[src/ttc_pkg.sv]
// shared types, constants and helpers for the transition/transversion counter
package ttc_pkg;

  localparam int CH_W      = 8;
  localparam int WT_W      = 8;
  localparam int SUM_W     = 28;
  localparam int FRAC_BITS = 16;
  localparam int FRAC_W    = FRAC_BITS + 1;
  localparam int DIV_STEPS = FRAC_BITS + 1;
  localparam int STEP_W    = $clog2(DIV_STEPS);
  localparam int IN_W      = 4 * CH_W;
  localparam int OUT_W     = ((3 * SUM_W + 2 * FRAC_W + 7) / 8) * 8;
  localparam int USER_W    = 2;
  localparam int CFG_IDX_W = 8;
  localparam int CFG_DAT_W = 8;

  localparam logic [SUM_W-1:0] SUM_MAX = {SUM_W{1'b1}};

  localparam logic [CH_W-1:0] CH_A = 8'h41;
  localparam logic [CH_W-1:0] CH_C = 8'h43;
  localparam logic [CH_W-1:0] CH_G = 8'h47;
  localparam logic [CH_W-1:0] CH_T = 8'h54;

  localparam logic [CH_W-1:0] MATCH_CHAR_RST = 8'h2e;

  localparam logic [CFG_IDX_W-1:0] CFG_MATCH_CHAR    = 8'd0;
  localparam logic [CFG_IDX_W-1:0] CFG_USE_MATCH_ROW = 8'd1;

  // totals of one sequence pair, handed from front to back
  typedef struct packed {
    logic             saturated;
    logic [SUM_W-1:0] transversions;
    logic [SUM_W-1:0] transitions;
    logic [SUM_W-1:0] valid_total;
  } sums_t;

  typedef enum logic [1:0] {
    BK_IDLE,
    BK_DIV,
    BK_DONE
  } back_state_t;

  function automatic logic is_base(input logic [CH_W-1:0] c);
    return (c == CH_A) || (c == CH_C) || (c == CH_G) || (c == CH_T);
  endfunction

  function automatic logic is_purine(input logic [CH_W-1:0] c);
    return (c == CH_A) || (c == CH_G);
  endfunction

  // top bit flags the clamp, low bits are the clamped sum
  function automatic logic [SUM_W:0] sat_add(input logic [SUM_W-1:0] sum,
                                             input logic [WT_W-1:0]  w);
    logic [SUM_W:0] t;
    t = {1'b0, sum} + (SUM_W+1)'(w);
    if (t[SUM_W]) begin
      return {1'b1, SUM_MAX};
    end
    return t;
  endfunction

endpackage

[src/transition_transversion_counter_core.sv]
// top level of the transition/transversion site counter
//
//  channel  dir  signals                          word
//  cfg      in   cfg_valid/ready/index/data       register index, 8-bit value
//  s        in   s_tvalid/tready/tdata/tlast      one aligned site, tlast ends pair
//  m        out  m_tvalid/tready/tdata/tuser      totals and fractions of a pair
//
//  sites are taken one per cycle; the front adds each site's weight in that cycle
//  the back divides one quotient bit per cycle and pops the next pair
//  only after loading the last result into the output register
//  a two-entry queue holds finished pairs; s_tready drops only while it is full
//  reset clears sums and the queue and restores match_char 0x2e, use_match_row 1
module transition_transversion_counter_core (
  input  logic                          clk,
  input  logic                          rst,
  input  logic                          cfg_valid,
  output logic                          cfg_ready,
  input  logic [ttc_pkg::CFG_IDX_W-1:0] cfg_index,
  input  logic [ttc_pkg::CFG_DAT_W-1:0] cfg_data,
  input  logic                          s_tvalid,
  output logic                          s_tready,
  // char_a [7:0], char_b [15:8], ref_char [23:16], site_weight [31:24]
  input  logic [ttc_pkg::IN_W-1:0]      s_tdata,
  input  logic                          s_tlast,
  output logic                          m_tvalid,
  input  logic                          m_tready,
  // valid_total [27:0], transitions [55:28], transversions [83:56],
  // p_fraction [100:84], q_fraction [117:101], zero pad [119:118]
  output logic [ttc_pkg::OUT_W-1:0]     m_tdata,
  // no_valid [0], saturated [1]
  output logic [ttc_pkg::USER_W-1:0]    m_tuser
);
  import ttc_pkg::*;

  sums_t push_data, pop_data;
  logic  push, pop, q_full, q_not_empty;

  assign cfg_ready = 1'b1;

  ttc_front u_front (
    .clk       (clk),
    .rst       (rst),
    .cfg_valid (cfg_valid),
    .cfg_index (cfg_index),
    .cfg_data  (cfg_data),
    .s_tvalid  (s_tvalid),
    .s_tready  (s_tready),
    .s_tdata   (s_tdata),
    .s_tlast   (s_tlast),
    .q_full    (q_full),
    .push      (push),
    .push_data (push_data)
  );

  ttc_fifo u_fifo (
    .clk       (clk),
    .rst       (rst),
    .push      (push),
    .push_data (push_data),
    .full      (q_full),
    .pop       (pop),
    .not_empty (q_not_empty),
    .pop_data  (pop_data)
  );

  ttc_back u_back (
    .clk         (clk),
    .rst         (rst),
    .q_not_empty (q_not_empty),
    .q_data      (pop_data),
    .pop         (pop),
    .m_tvalid    (m_tvalid),
    .m_tready    (m_tready),
    .m_tdata     (m_tdata),
    .m_tuser     (m_tuser)
  );

endmodule

[src/ttc_front.sv]
// front part: config registers, site classification and weighted sums
module ttc_front (
  input  logic                           clk,
  input  logic                           rst,
  input  logic                           cfg_valid,
  input  logic [ttc_pkg::CFG_IDX_W-1:0]  cfg_index,
  input  logic [ttc_pkg::CFG_DAT_W-1:0]  cfg_data,
  input  logic                           s_tvalid,
  output logic                           s_tready,
  input  logic [ttc_pkg::IN_W-1:0]       s_tdata,
  input  logic                           s_tlast,
  input  logic                           q_full,
  output logic                           push,
  output ttc_pkg::sums_t                 push_data
);
  import ttc_pkg::*;

  logic [CH_W-1:0]  match_char;
  logic             use_match_row;
  logic [SUM_W-1:0] valid_sum;
  logic [SUM_W-1:0] transition_sum;
  logic [SUM_W-1:0] transversion_sum;
  logic             overflow_seen;

  logic [CH_W-1:0]  ca_raw, cb_raw, rc, ca, cb;
  logic [WT_W-1:0]  wt;
  logic             accept;
  logic             counted, same_class, add_ts, add_tv;
  logic [SUM_W:0]   sv, sts, stv;
  sums_t            acc_next;

  assign ca_raw = s_tdata[CH_W-1:0];
  assign cb_raw = s_tdata[2*CH_W-1:CH_W];
  assign rc     = s_tdata[3*CH_W-1:2*CH_W];
  assign wt     = s_tdata[3*CH_W+WT_W-1:3*CH_W];

  assign s_tready = !q_full;
  assign accept   = s_tvalid && s_tready;

  always_comb begin
    ca = ca_raw;
    cb = cb_raw;
    if (use_match_row) begin
      if (ca_raw == match_char) ca = rc;
      if (cb_raw == match_char) cb = rc;
    end
    counted    = (wt != '0) && is_base(ca) && is_base(cb);
    same_class = (is_purine(ca) == is_purine(cb));
    add_ts     = counted && (ca != cb) && same_class;
    add_tv     = counted && (ca != cb) && !same_class;
    sv  = sat_add(valid_sum, wt);
    sts = sat_add(transition_sum, wt);
    stv = sat_add(transversion_sum, wt);

    acc_next.valid_total   = counted ? sv[SUM_W-1:0] : valid_sum;
    acc_next.transitions   = add_ts ? sts[SUM_W-1:0] : transition_sum;
    acc_next.transversions = add_tv ? stv[SUM_W-1:0] : transversion_sum;
    acc_next.saturated     = overflow_seen | (counted & sv[SUM_W]) |
                             (add_ts & sts[SUM_W]) | (add_tv & stv[SUM_W]);
  end

  // the last site's own weight is already in acc_next
  assign push      = accept && s_tlast;
  assign push_data = acc_next;

  always_ff @(posedge clk) begin
    if (rst) begin
      match_char    <= MATCH_CHAR_RST;
      use_match_row <= 1'b1;
    end else if (cfg_valid) begin
      if (cfg_index == CFG_MATCH_CHAR) match_char <= cfg_data;
      if (cfg_index == CFG_USE_MATCH_ROW) use_match_row <= cfg_data[0];
    end
  end

  always_ff @(posedge clk) begin
    if (rst) begin
      valid_sum        <= '0;
      transition_sum   <= '0;
      transversion_sum <= '0;
      overflow_seen    <= 1'b0;
    end else if (accept) begin
      if (s_tlast) begin
        valid_sum        <= '0;
        transition_sum   <= '0;
        transversion_sum <= '0;
        overflow_seen    <= 1'b0;
      end else begin
        valid_sum        <= acc_next.valid_total;
        transition_sum   <= acc_next.transitions;
        transversion_sum <= acc_next.transversions;
        overflow_seen    <= acc_next.saturated;
      end
    end
  end

endmodule

[src/ttc_fifo.sv]
// two-entry queue of pair totals between front and back
module ttc_fifo (
  input  logic           clk,
  input  logic           rst,
  input  logic           push,
  input  ttc_pkg::sums_t push_data,
  output logic           full,
  input  logic           pop,
  output logic           not_empty,
  output ttc_pkg::sums_t pop_data
);
  import ttc_pkg::*;

  sums_t      mem [2];
  logic       wr_ptr, rd_ptr;
  logic [1:0] count;

  assign full      = (count == 2'd2);
  assign not_empty = (count != 2'd0);
  assign pop_data  = mem[rd_ptr];

  always_ff @(posedge clk) begin
    if (push) mem[wr_ptr] <= push_data;
  end

  always_ff @(posedge clk) begin
    if (rst) begin
      wr_ptr <= 1'b0;
      rd_ptr <= 1'b0;
      count  <= 2'd0;
    end else begin
      if (push) wr_ptr <= !wr_ptr;
      if (pop) rd_ptr <= !rd_ptr;
      case ({push, pop})
        2'b10:   count <= count + 2'd1;
        2'b01:   count <= count - 2'd1;
        default: count <= count;
      endcase
    end
  end

  a_no_overfill: assert property (@(posedge clk) disable iff (rst)
    !(push && full && !pop))
    else $error("queue written while full");

  a_no_underrun: assert property (@(posedge clk) disable iff (rst)
    pop |-> not_empty)
    else $error("queue read while empty");

endmodule

[src/ttc_back.sv]
// back part: fraction division and the result output register
module ttc_back (
  input  logic                       clk,
  input  logic                       rst,
  input  logic                       q_not_empty,
  input  ttc_pkg::sums_t             q_data,
  output logic                       pop,
  output logic                       m_tvalid,
  input  logic                       m_tready,
  output logic [ttc_pkg::OUT_W-1:0]  m_tdata,
  output logic [ttc_pkg::USER_W-1:0] m_tuser
);
  import ttc_pkg::*;

  back_state_t       state, state_next;
  sums_t             work;
  logic [SUM_W:0]    rem_p, rem_q;
  logic [FRAC_W-1:0] quo_p, quo_q;
  logic [STEP_W-1:0] step;

  logic              div_en, load_out, out_free;
  logic [SUM_W:0]    sh_p, sh_q, den_x;
  logic              ge_p, ge_q;

  assign out_free = !m_tvalid || m_tready;

  always_comb begin
    state_next = state;
    case (state)
      BK_IDLE: begin
        if (q_not_empty) begin
          state_next = (q_data.valid_total == '0) ? BK_DONE : BK_DIV;
        end
      end
      BK_DIV: begin
        if (step == STEP_W'(DIV_STEPS - 1)) state_next = BK_DONE;
      end
      BK_DONE: begin
        if (out_free) state_next = BK_IDLE;
      end
      default: state_next = BK_IDLE;
    endcase
  end

  always_comb begin
    pop      = 1'b0;
    div_en   = 1'b0;
    load_out = 1'b0;
    case (state)
      BK_IDLE: pop      = q_not_empty;
      BK_DIV:  div_en   = 1'b1;
      BK_DONE: load_out = out_free;
      default: ;
    endcase
  end

  // restoring division, one quotient bit per cycle for both fractions;
  // remainder stays below the divisor so the shift fits one extra bit
  always_comb begin
    den_x = {1'b0, work.valid_total};
    sh_p  = (step == '0) ? rem_p : {rem_p[SUM_W-1:0], 1'b0};
    sh_q  = (step == '0) ? rem_q : {rem_q[SUM_W-1:0], 1'b0};
    ge_p  = (sh_p >= den_x);
    ge_q  = (sh_q >= den_x);
  end

  always_ff @(posedge clk) begin
    if (pop) begin
      work  <= q_data;
      rem_p <= {1'b0, q_data.transitions};
      rem_q <= {1'b0, q_data.transversions};
      quo_p <= '0;
      quo_q <= '0;
    end else if (div_en) begin
      rem_p <= ge_p ? sh_p - den_x : sh_p;
      rem_q <= ge_q ? sh_q - den_x : sh_q;
      quo_p <= {quo_p[FRAC_W-2:0], ge_p};
      quo_q <= {quo_q[FRAC_W-2:0], ge_q};
    end
  end

  always_ff @(posedge clk) begin
    if (rst) begin
      state <= BK_IDLE;
      step  <= '0;
    end else begin
      state <= state_next;
      if (pop) step <= '0;
      else if (div_en) step <= step + STEP_W'(1);
    end
  end

  always_ff @(posedge clk) begin
    if (rst) begin
      m_tvalid <= 1'b0;
    end else if (load_out) begin
      m_tvalid <= 1'b1;
    end else if (m_tready) begin
      m_tvalid <= 1'b0;
    end
  end

  always_ff @(posedge clk) begin
    if (load_out) begin
      m_tdata <= OUT_W'({quo_q, quo_p, work.transversions, work.transitions,
                         work.valid_total});
      m_tuser <= {work.saturated, (work.valid_total == '0)};
    end
  end

  a_empty_zero: assert property (@(posedge clk) disable iff (rst)
    (m_tvalid && m_tuser[0]) |->
      (m_tdata[3*SUM_W+2*FRAC_W-1:3*SUM_W] == '0 && m_tdata[SUM_W-1:0] == '0))
    else $error("no valid sites but nonzero result");

  a_frac_range: assert property (@(posedge clk) disable iff (rst)
    m_tvalid |-> (m_tdata[3*SUM_W+FRAC_W-1:3*SUM_W] <= FRAC_W'(1 << FRAC_BITS)))
    else $error("fraction above one");

  // on the first step the remainder may still equal the divisor
  a_div_den: assert property (@(posedge clk) disable iff (rst)
    (state == BK_DIV) |-> (work.valid_total != '0 && rem_p <= {1'b0, work.valid_total}))
    else $error("division running with bad divisor or remainder");

endmodule
[config.mk]
export PLATFORM = sky130hd
export DESIGN_NAME = transition_transversion_counter_core
export DESIGN_NICKNAME = d
export VERILOG_FILES = /design/src/ttc_pkg.sv /design/src/transition_transversion_counter_core.sv /design/src/ttc_front.sv /design/src/ttc_fifo.sv /design/src/ttc_back.sv
export SDC_FILE = /design/constraint.sdc
export NUM_CORES = 1
export LEC_CHECK = 0
export BUFFER_PORTS_ARGS = -buffer_cell sky130_fd_sc_hd__buf_2
export CORE_MARGIN = 1.5
export CORE_UTILIZATION = 30
export DETAILED_ROUTE_END_ITERATION = 16
export HOLD_SLACK_MARGIN = 0.15
export PLACE_DENSITY = 0.45
export SYNTH_ARGS = -nofsm -noshare
export SYNTH_HDL_FRONTEND = slang
export SYNTH_HIERARCHICAL = 1
export SYNTH_SLANG_ARGS = --single-unit
[constraint.sdc]
create_clock -name clk -period 7.58 [get_ports clk]
set_input_delay 0.758 -clock clk [delete_from_list [all_inputs] [get_ports clk]]
set_output_delay 0.758 -clock clk [all_outputs]
set_load 0.005 [all_outputs]
==> Yosys cells after proc, flatten, opt, wreduce, memory -nomap -nowiden <==
Memories as Yosys holds them, arrays and structs flattened. A register that Yosys moved wholly into a read port is not among the register bits.
Index checks and enable logic that the tools add are counted.
{ "op_classes": {"add_sub_neg": 8, "magnitude_cmp": 2, "eq_ne": 22, "muxes": 43, "n_bitwise": 6, "reduce_logical": 35} }
{ "ops": {"columns": ["op", "n"], "rows": [
  ["two-way mux 29 bit", 10],
  ["two-way mux 28 bit", 10],
  ["adder 28 x 8 -> 29 bit", 3],
  ["== test 8 x 7 -> 1 bit (second input constant)", 8],
  ["greater-or-equal comparator 29 x 28 -> 1 bit", 2],
  ["subtractor 29 x 28 -> 29 bit", 2],
  ["zero test 28 bit", 2],
  ["two-way mux 8 bit", 4],
  ["== test 8 bit", 2],
  ["two-way mux 1 bit", 13],
  ["logical OR 1 bit", 9],
  ["== test 8 x 1 -> 1 bit (second input constant)", 1],
  ["zero test 8 bit", 1],
  ["two-way mux 2 bit", 4],
  ["!= test 8 bit", 1],
  ["nonzero test 2 bit", 4],
  ["nonzero test 8 bit", 1],
  ["logical AND 1 bit", 7],
  ["== test 2 bit (second input constant)", 3],
  ["!= test 2 x 1 -> 1 bit (second input constant)", 3],
  ["case mux 2 bit (3 select lines)", 1],
  ["adder 5 x 1 -> 5 bit (second input constant)", 1],
  ["== test 5 bit (second input constant)", 1],
  ["zero test 1 bit", 5],
  ["other kinds (12)", 18]
]} }
{ "word_totals": {"reg_bits": 403, "ram_bits": 170, "input_bits": 54, "out_inout_bits": 125, "wordCells": 141, "mem_count": 1} }
{ "mem_list": {"columns": ["name", "depth", "width", "rd", "rd_clocked_by_memory_dff", "write_ports", "line_no", "rtl"], "rows": [
  ["u_fifo.mem", 2, 85, 1, 1, 1, "ttc_fifo.sv:14", "sums_t mem [2];"]
]} }

==> Logic depth before layout (Yosys ltp) <==
{ "logic_depth": {"depth_word": 15, "ltp_mapped": 19, "depth_no_buf": 16} }

==> Cells and area by module <==
Netlist, hierarchy kept.
{ "by_module_without_submodules": {"columns": ["mod", "instances", "cells_each", "area_per_inst_um2", "seq_area_each_um2"], "rows": [
  ["ttc_back", 1, 1193, 14480.1, 8718.4],
  ["ttc_front", 1, 1048, 7843.8, 1881.8],
  ["ttc_fifo", 1, 286, 6329.8, 5205.0],
  ["transition_transversion_counter_core", 1, 2, 11.3, 0.0]
]} }

==> Worst setup path before layout <==
Ideal clock, no wire load.
{ "synth_timing": {"path_type": "input port to flip-flop", "start": "input m_tready", "end": "register u_back/m_tdata[0] (netlist name) (enable)", "t_arrival_ps": 6185, "t_required_ps": 6965, "path_slack_ps": 781, "stages": 2, "path_cell_list": "nand2b_1 > nor2b_1"} }
{ "synth_between": {"elab_chain_cells": 2} }
{ "synth_rtl": {"columns": ["item", "line_no", "rtl"], "rows": [
  ["start: declaration", "transition_transversion_counter_core.sv:26", "input logic m_tready,"],
  ["logical OR 1 bit", "ttc_back.sv:25", "assign out_free = !m_tvalid || m_tready;"],
  ["two-way mux 1 bit", "ttc_back.sv:49", "case (state)"],
  ["named net u_back.load_out", "ttc_back.sv:21", "logic div_en, load_out, out_free;"],
  ["end signal: assignment", "ttc_back.sv:105", "m_tdata <= OUT_W'({quo_q, quo_p, work.transversions, work.transitions,"],
  ["end: declaration", "ttc_back.sv:10", "output logic [ttc_pkg::OUT_W-1:0] m_tdata,"]
]} }
The timed path passes the listed nets, and every way through them passes these cells.
A chain may end at the register's enable or synchronous reset.

==> Final worst setup path <==
{ "layout_timing": {"start": "register u_back.step[0]", "end": "register u_back.rem_p[1] (data pin)"} }
{ "layout_between": {"elab_chain_cells": 6, "word_cells_on_any_way": 7, "classes_between": "add/sub: 1; order compare: 1; mux: 4; reduce/logical: 1"} }
{ "layout_rtl": {"columns": ["item", "line_no", "rtl"], "rows": [
  ["start: declaration", "ttc_back.sv:19", "logic [STEP_W-1:0] step;"],
  ["start signal: assignment", "ttc_back.sv:89", "else if (div_en) step <= step + STEP_W'(1);"],
  ["zero test 5 bit *", "ttc_back.sv:61", "sh_p = (step == '0) ? rem_p : {rem_p[SUM_W-1:0], 1'b0};"],
  ["two-way mux 29 bit *", "ttc_back.sv:61", null],
  ["subtractor 29 x 28 -> 29 bit / greater-or-equal comparator 29 x 28 -> 1 bit (equally long branches)", "ttc_back.sv:75, ttc_back.sv:63", null],
  ["two-way mux 29 bit *", "ttc_back.sv:75", "rem_p <= ge_p ? sh_p - den_x : sh_p;"],
  ["two-way mux 28 bit *", "ttc_back.sv:74", "end else if (div_en) begin"],
  ["two-way mux 28 bit *", "ttc_back.sv:68", "if (pop) begin"],
  ["end signal: assignment", "ttc_back.sv:70", "rem_p <= {1'b0, q_data.transitions};"],
  ["end signal: assignment", "ttc_back.sv:75", null],
  ["end: declaration", "ttc_back.sv:17", "logic [SUM_W:0] rem_p, rem_q;"]
]} }
Mark *: on every way between the ends. The rest lies on a longest branch, timed or not. The select of a mux whose other input is x is not followed.

==> impl_metrics.sql <==
INSERT INTO impl_metrics (metric_group, metric, value, unit) VALUES
('outcome', 'run_status', 'complete, no violations', ''),
('power', 'power.net_switching', '0.00546', 'W'),
('power', 'max-vdd-ir-drop', '0.252', 'mV'),
('route', 'routed_wire_length_per_instance', '21.0', 'um'),
('sta', 'max_slew_margin', '20.7', '%'),
('clock_tree', 'ctsHoldBuffers', '0', ''),
('global_route', 'largest_net_degree_at_the_start_of_global_routing', '98', ''),
('clock_tree', 'post-cts-setup-buffer-count', '0', ''),
('sta', 'final_min_period_over_clock_period', '67.8', '%'),
('sta', 'setup_viol', '0', ''),
('cells_and_area', 'layout-drive-gt1-share', '19.4', '%'),
('critical_path', 'cp.required', '8040', 'ps'),
('critical_path', 'setup.worst_path.start_class', 'flop', ''),
('critical_path', 'path_max_fanout', '32', ''),
('power', 'leakage', '12.0', 'nW'),
('power', 'powerDensity', '433', 'nW/um2'),
('cells_and_area', 'final_util', '34.9', '%'),
('global_route', 'grt_pass1_wl', '127000', 'um'),
('critical_path', 'cp_slowest_cell', 'nor2_4', ''),
('cells_and_area', 'multi_input_area', '12000', 'um2'),
('global_route', 'grtUsageTotal', '16.9', '%'),
('global_route', 'grt_antenna_before_repair', '0', ''),
('power', 'proportion_of_total_power_due_to_net_switching', '38.1', '%'),
('cells_and_area', 'filler_cells', '9376', ''),
('yosys', 'synth_enable_flop_cells', '431', ''),
('placed_design', 'globalplace.congestion', '0.868', ''),
('yosys', 'synth_top_area_share', '45.2', '%'),
('critical_path', 'worst_r2r_startpoint', 'u_back/step[0]', ''),
('sta', 'fin_crit', '5140', 'ps'),
('cells_and_area', 'top_library_cells_by_usage_in_the_layout_fill_and_taps_aside', 'edfxtp_1, nand2_1, buf_2, nor2_1, a21oi_1', ''),
('critical_path', 'worstSetupEndpointType', 'flop', ''),
('route', 'drt-pass1-iter-count', '5', ''),
('route', 'vias_per_cell', '5.11', ''),
('global_route', 'globalRouteOverflowTotal', '0', ''),
('power', 'pwr-share-clk', '23.3', '%'),
('yosys', 'async_reset_ff_share', '0', '%'),
('critical_path', 'worstSetupEndpoint', 'u_back/rem_p[1]', ''),
('route', 'vias', '20500', ''),
('sta', 'drv_slew', '0', ''),
('yosys', 'postSynthRegisterBits', '574', ''),
('power', 'intPower', '0.00887', 'W'),
('worst_hold_path', 'hold_path_depth', '2', ''),
('yosys', 'synth-main-ff-cell', 'edfxtp_1', ''),
('yosys', 'post_synthesis_sequential_area_ratio', '55.1', '%'),
('floorplan', 'boundaryPins', '179', ''),
('clock_tree', 'clk_transition_reported_paths', '60', 'ps'),
('yosys', 'synth_area', '28700', 'um2'),
('cells_and_area', 'layout.area.seq', '15800', 'um2'),
('clock_tree', 'htree_num_levels', '3', ''),
('clock_tree', 'buffer_cell_driving_the_clock_tree_root', 'clkbuf_16', ''),
('floorplan', 'die-area', '97400', 'um2'),
('job', 'max-cap-violations', '0', ''),
('cells_and_area', 'most_frequent_standard_cell_in_the_layout_excluding_fill_and_tap_cells', 'edfxtp_1', ''),
('yosys', 'synthesis.area_per_instance', '11.3', 'um2'),
('critical_path', 'timing.critical_path.cells', 'inv_1 -> ha_1 -> nand2_1 -> nor2_4 -> buf_12 -> mux2i_1 -> inv_1 -> ha_1 -> nor2b_1 -> o31ai_1 -> a21oi_1 -> o211ai_2 -> a2111oi_4 -> o21ai_2 -> nand3_4 -> mux2_1 -> a21oi_1', ''),
('sta', 'tns', '0', 'ps'),
('power', 'power_frac_comb', '43.7', '%'),
('critical_path', 'crit_type', 'flop to flop', ''),
('critical_path', 'reg2regPathDepth', '17', ''),
('route', 'detail_route.wirelength', '84000', 'um'),
('yosys', 'synth_area_leaders', 'edfxtp_1, dfxtp_1, mux2_2, ha_1, nand2_1', ''),
('cells_and_area', 'nNetsFinal', '2827', ''),
('clock_tree', 'tritoncts_buffer_count', '69', ''),
('clock_tree', 'clock_latency_of_the_later_clocked_register_in_the_worst_skew_pair', '630', 'ps'),
('floorplan', 'core', '94900', 'um2'),
('critical_path', 'timing.critical_path.from', 'u_back/step[0]', ''),
('clock_tree', 'cts.sink_count', '574', ''),
('clock_tree', 'cts-resized-gates', '0', ''),
('worst_hold_path', 'worst_hold_path_type', 'primary input to flop', ''),
('route', 'drtAntennaViolNets', '0', ''),
('route', 'detailedRoute.firstIterationViolations', '1502', '');
## logic make-up after synthesis
family	after synthesis	synth area share (%)
other	2	0.0262
and+or+nand+nor	758	12.8
AOI/OAI and AO/OA	591	13.5
muxes	207	7.93
buffers and inverters	192	3.09
DFF	574	55.1
xor gates and xnor gates	117	3.57
adders and majority gates	88	3.97
## state kept, by name, indices dropped and copies added, names as in the netlist, 28 cells and up, named ones only
signal                    cells
u_front/transition_sum       28
u_back/rem_q                 29
u_back/rem_p                 29
u_fifo/mem                  170
u_front/valid_sum            28
u_front/transversion_sum     28
u_back/work                  57
u_back/den_x                 28
u_back/m_tdata              118
## metrics by stage
step	power, W	hold slack, ps	cells	setup slack [ps]	cell area (um2)
global route	0.0153	338	4005	2030	33100
floorplan	0.00946	400	2530	781	28700
finish	0.0143	335	4006	2440	33100
global placement	0.0110	405	3879	2570	30800
detailed placement	0.0111	406	3879	2490	30800
CTS	0.0145	296	4005	2460	33100
## how the worst min path moves through the flow
stage                     from  slack [ps]                    end
6_report           cfg_data[5]         340  u_front/match_char[5]
5_1_grt            cfg_data[5]         340  u_front/match_char[5]
4_1_cts            cfg_data[5]         300  u_front/match_char[5]
3_5_place_dp   u_back/work[46]         410     u_back/m_tdata[46]
3_3_place_gp   u_back/work[46]         410     u_back/m_tdata[46]
2_1_floorplan  u_back/work[28]         400     u_back/m_tdata[28]
## power groups by stage
stage          Combinational [W]  Sequential, W  Clock, W
6_report                 0.00626        0.00473   0.00334
3_5_place_dp             0.00628        0.00480         0
4_1_cts                  0.00632        0.00474   0.00345
3_3_place_gp             0.00625        0.00479         0
2_1_floorplan            0.00476        0.00470         0
5_1_grt                  0.00696        0.00480   0.00357
## layout make-up
| type | count | area share (%) |
|---|---|---|
| Clock buffer | 91 | 5.77 |
| Clock inverter | 35 | 1.20 |
| Tap cell | 1265 | 4.78 |
| Multi-Input combinational cell | 1764 | 36.3 |
| Inverter | 75 | 0.858 |
| Timing Repair Buffer | 201 | 3.31 |
| Sequential cell | 574 | 47.7 |
| Antenna cell | 1 | 0.00756 |
## synthesized netlist by cell type, drive strengths merged, types with 36 or more instances
cell type  instances
edfxtp           431
dfxtp            143
nor3              40
a21oi            163
xnor2             84
inv               75
nand3             79
mux2i             49
a31oi             36
ha                83
nor2             182
buf               53
clkbuf            64
nand2            253
mux2             158
o21ai            155
## worst max-delay path, delay by kind of cell, from the launching register on
kind | cells | cell delay (ps)
flip-flops | 1 | 350
multiplexers | 2 | 860
AND/OR/NAND/NOR | 4 | 1400
buffers and inverters | 3 | 440
adder cells (fa/ha/maj) | 2 | 440
AO/OA/AOI/OAI | 6 | 1400
## metal layers
| layer | track usage (%) | wire length [um] |
|---|---|---|
| met5 | 0 | 0 |
| met3 | 1.98 | 3700 |
| met2 | 27.3 | 38700 |
| met4 | 5.31 | 1900 |
| met1 | 23.7 | 39600 |
Power figures use the tool's default switching activity.
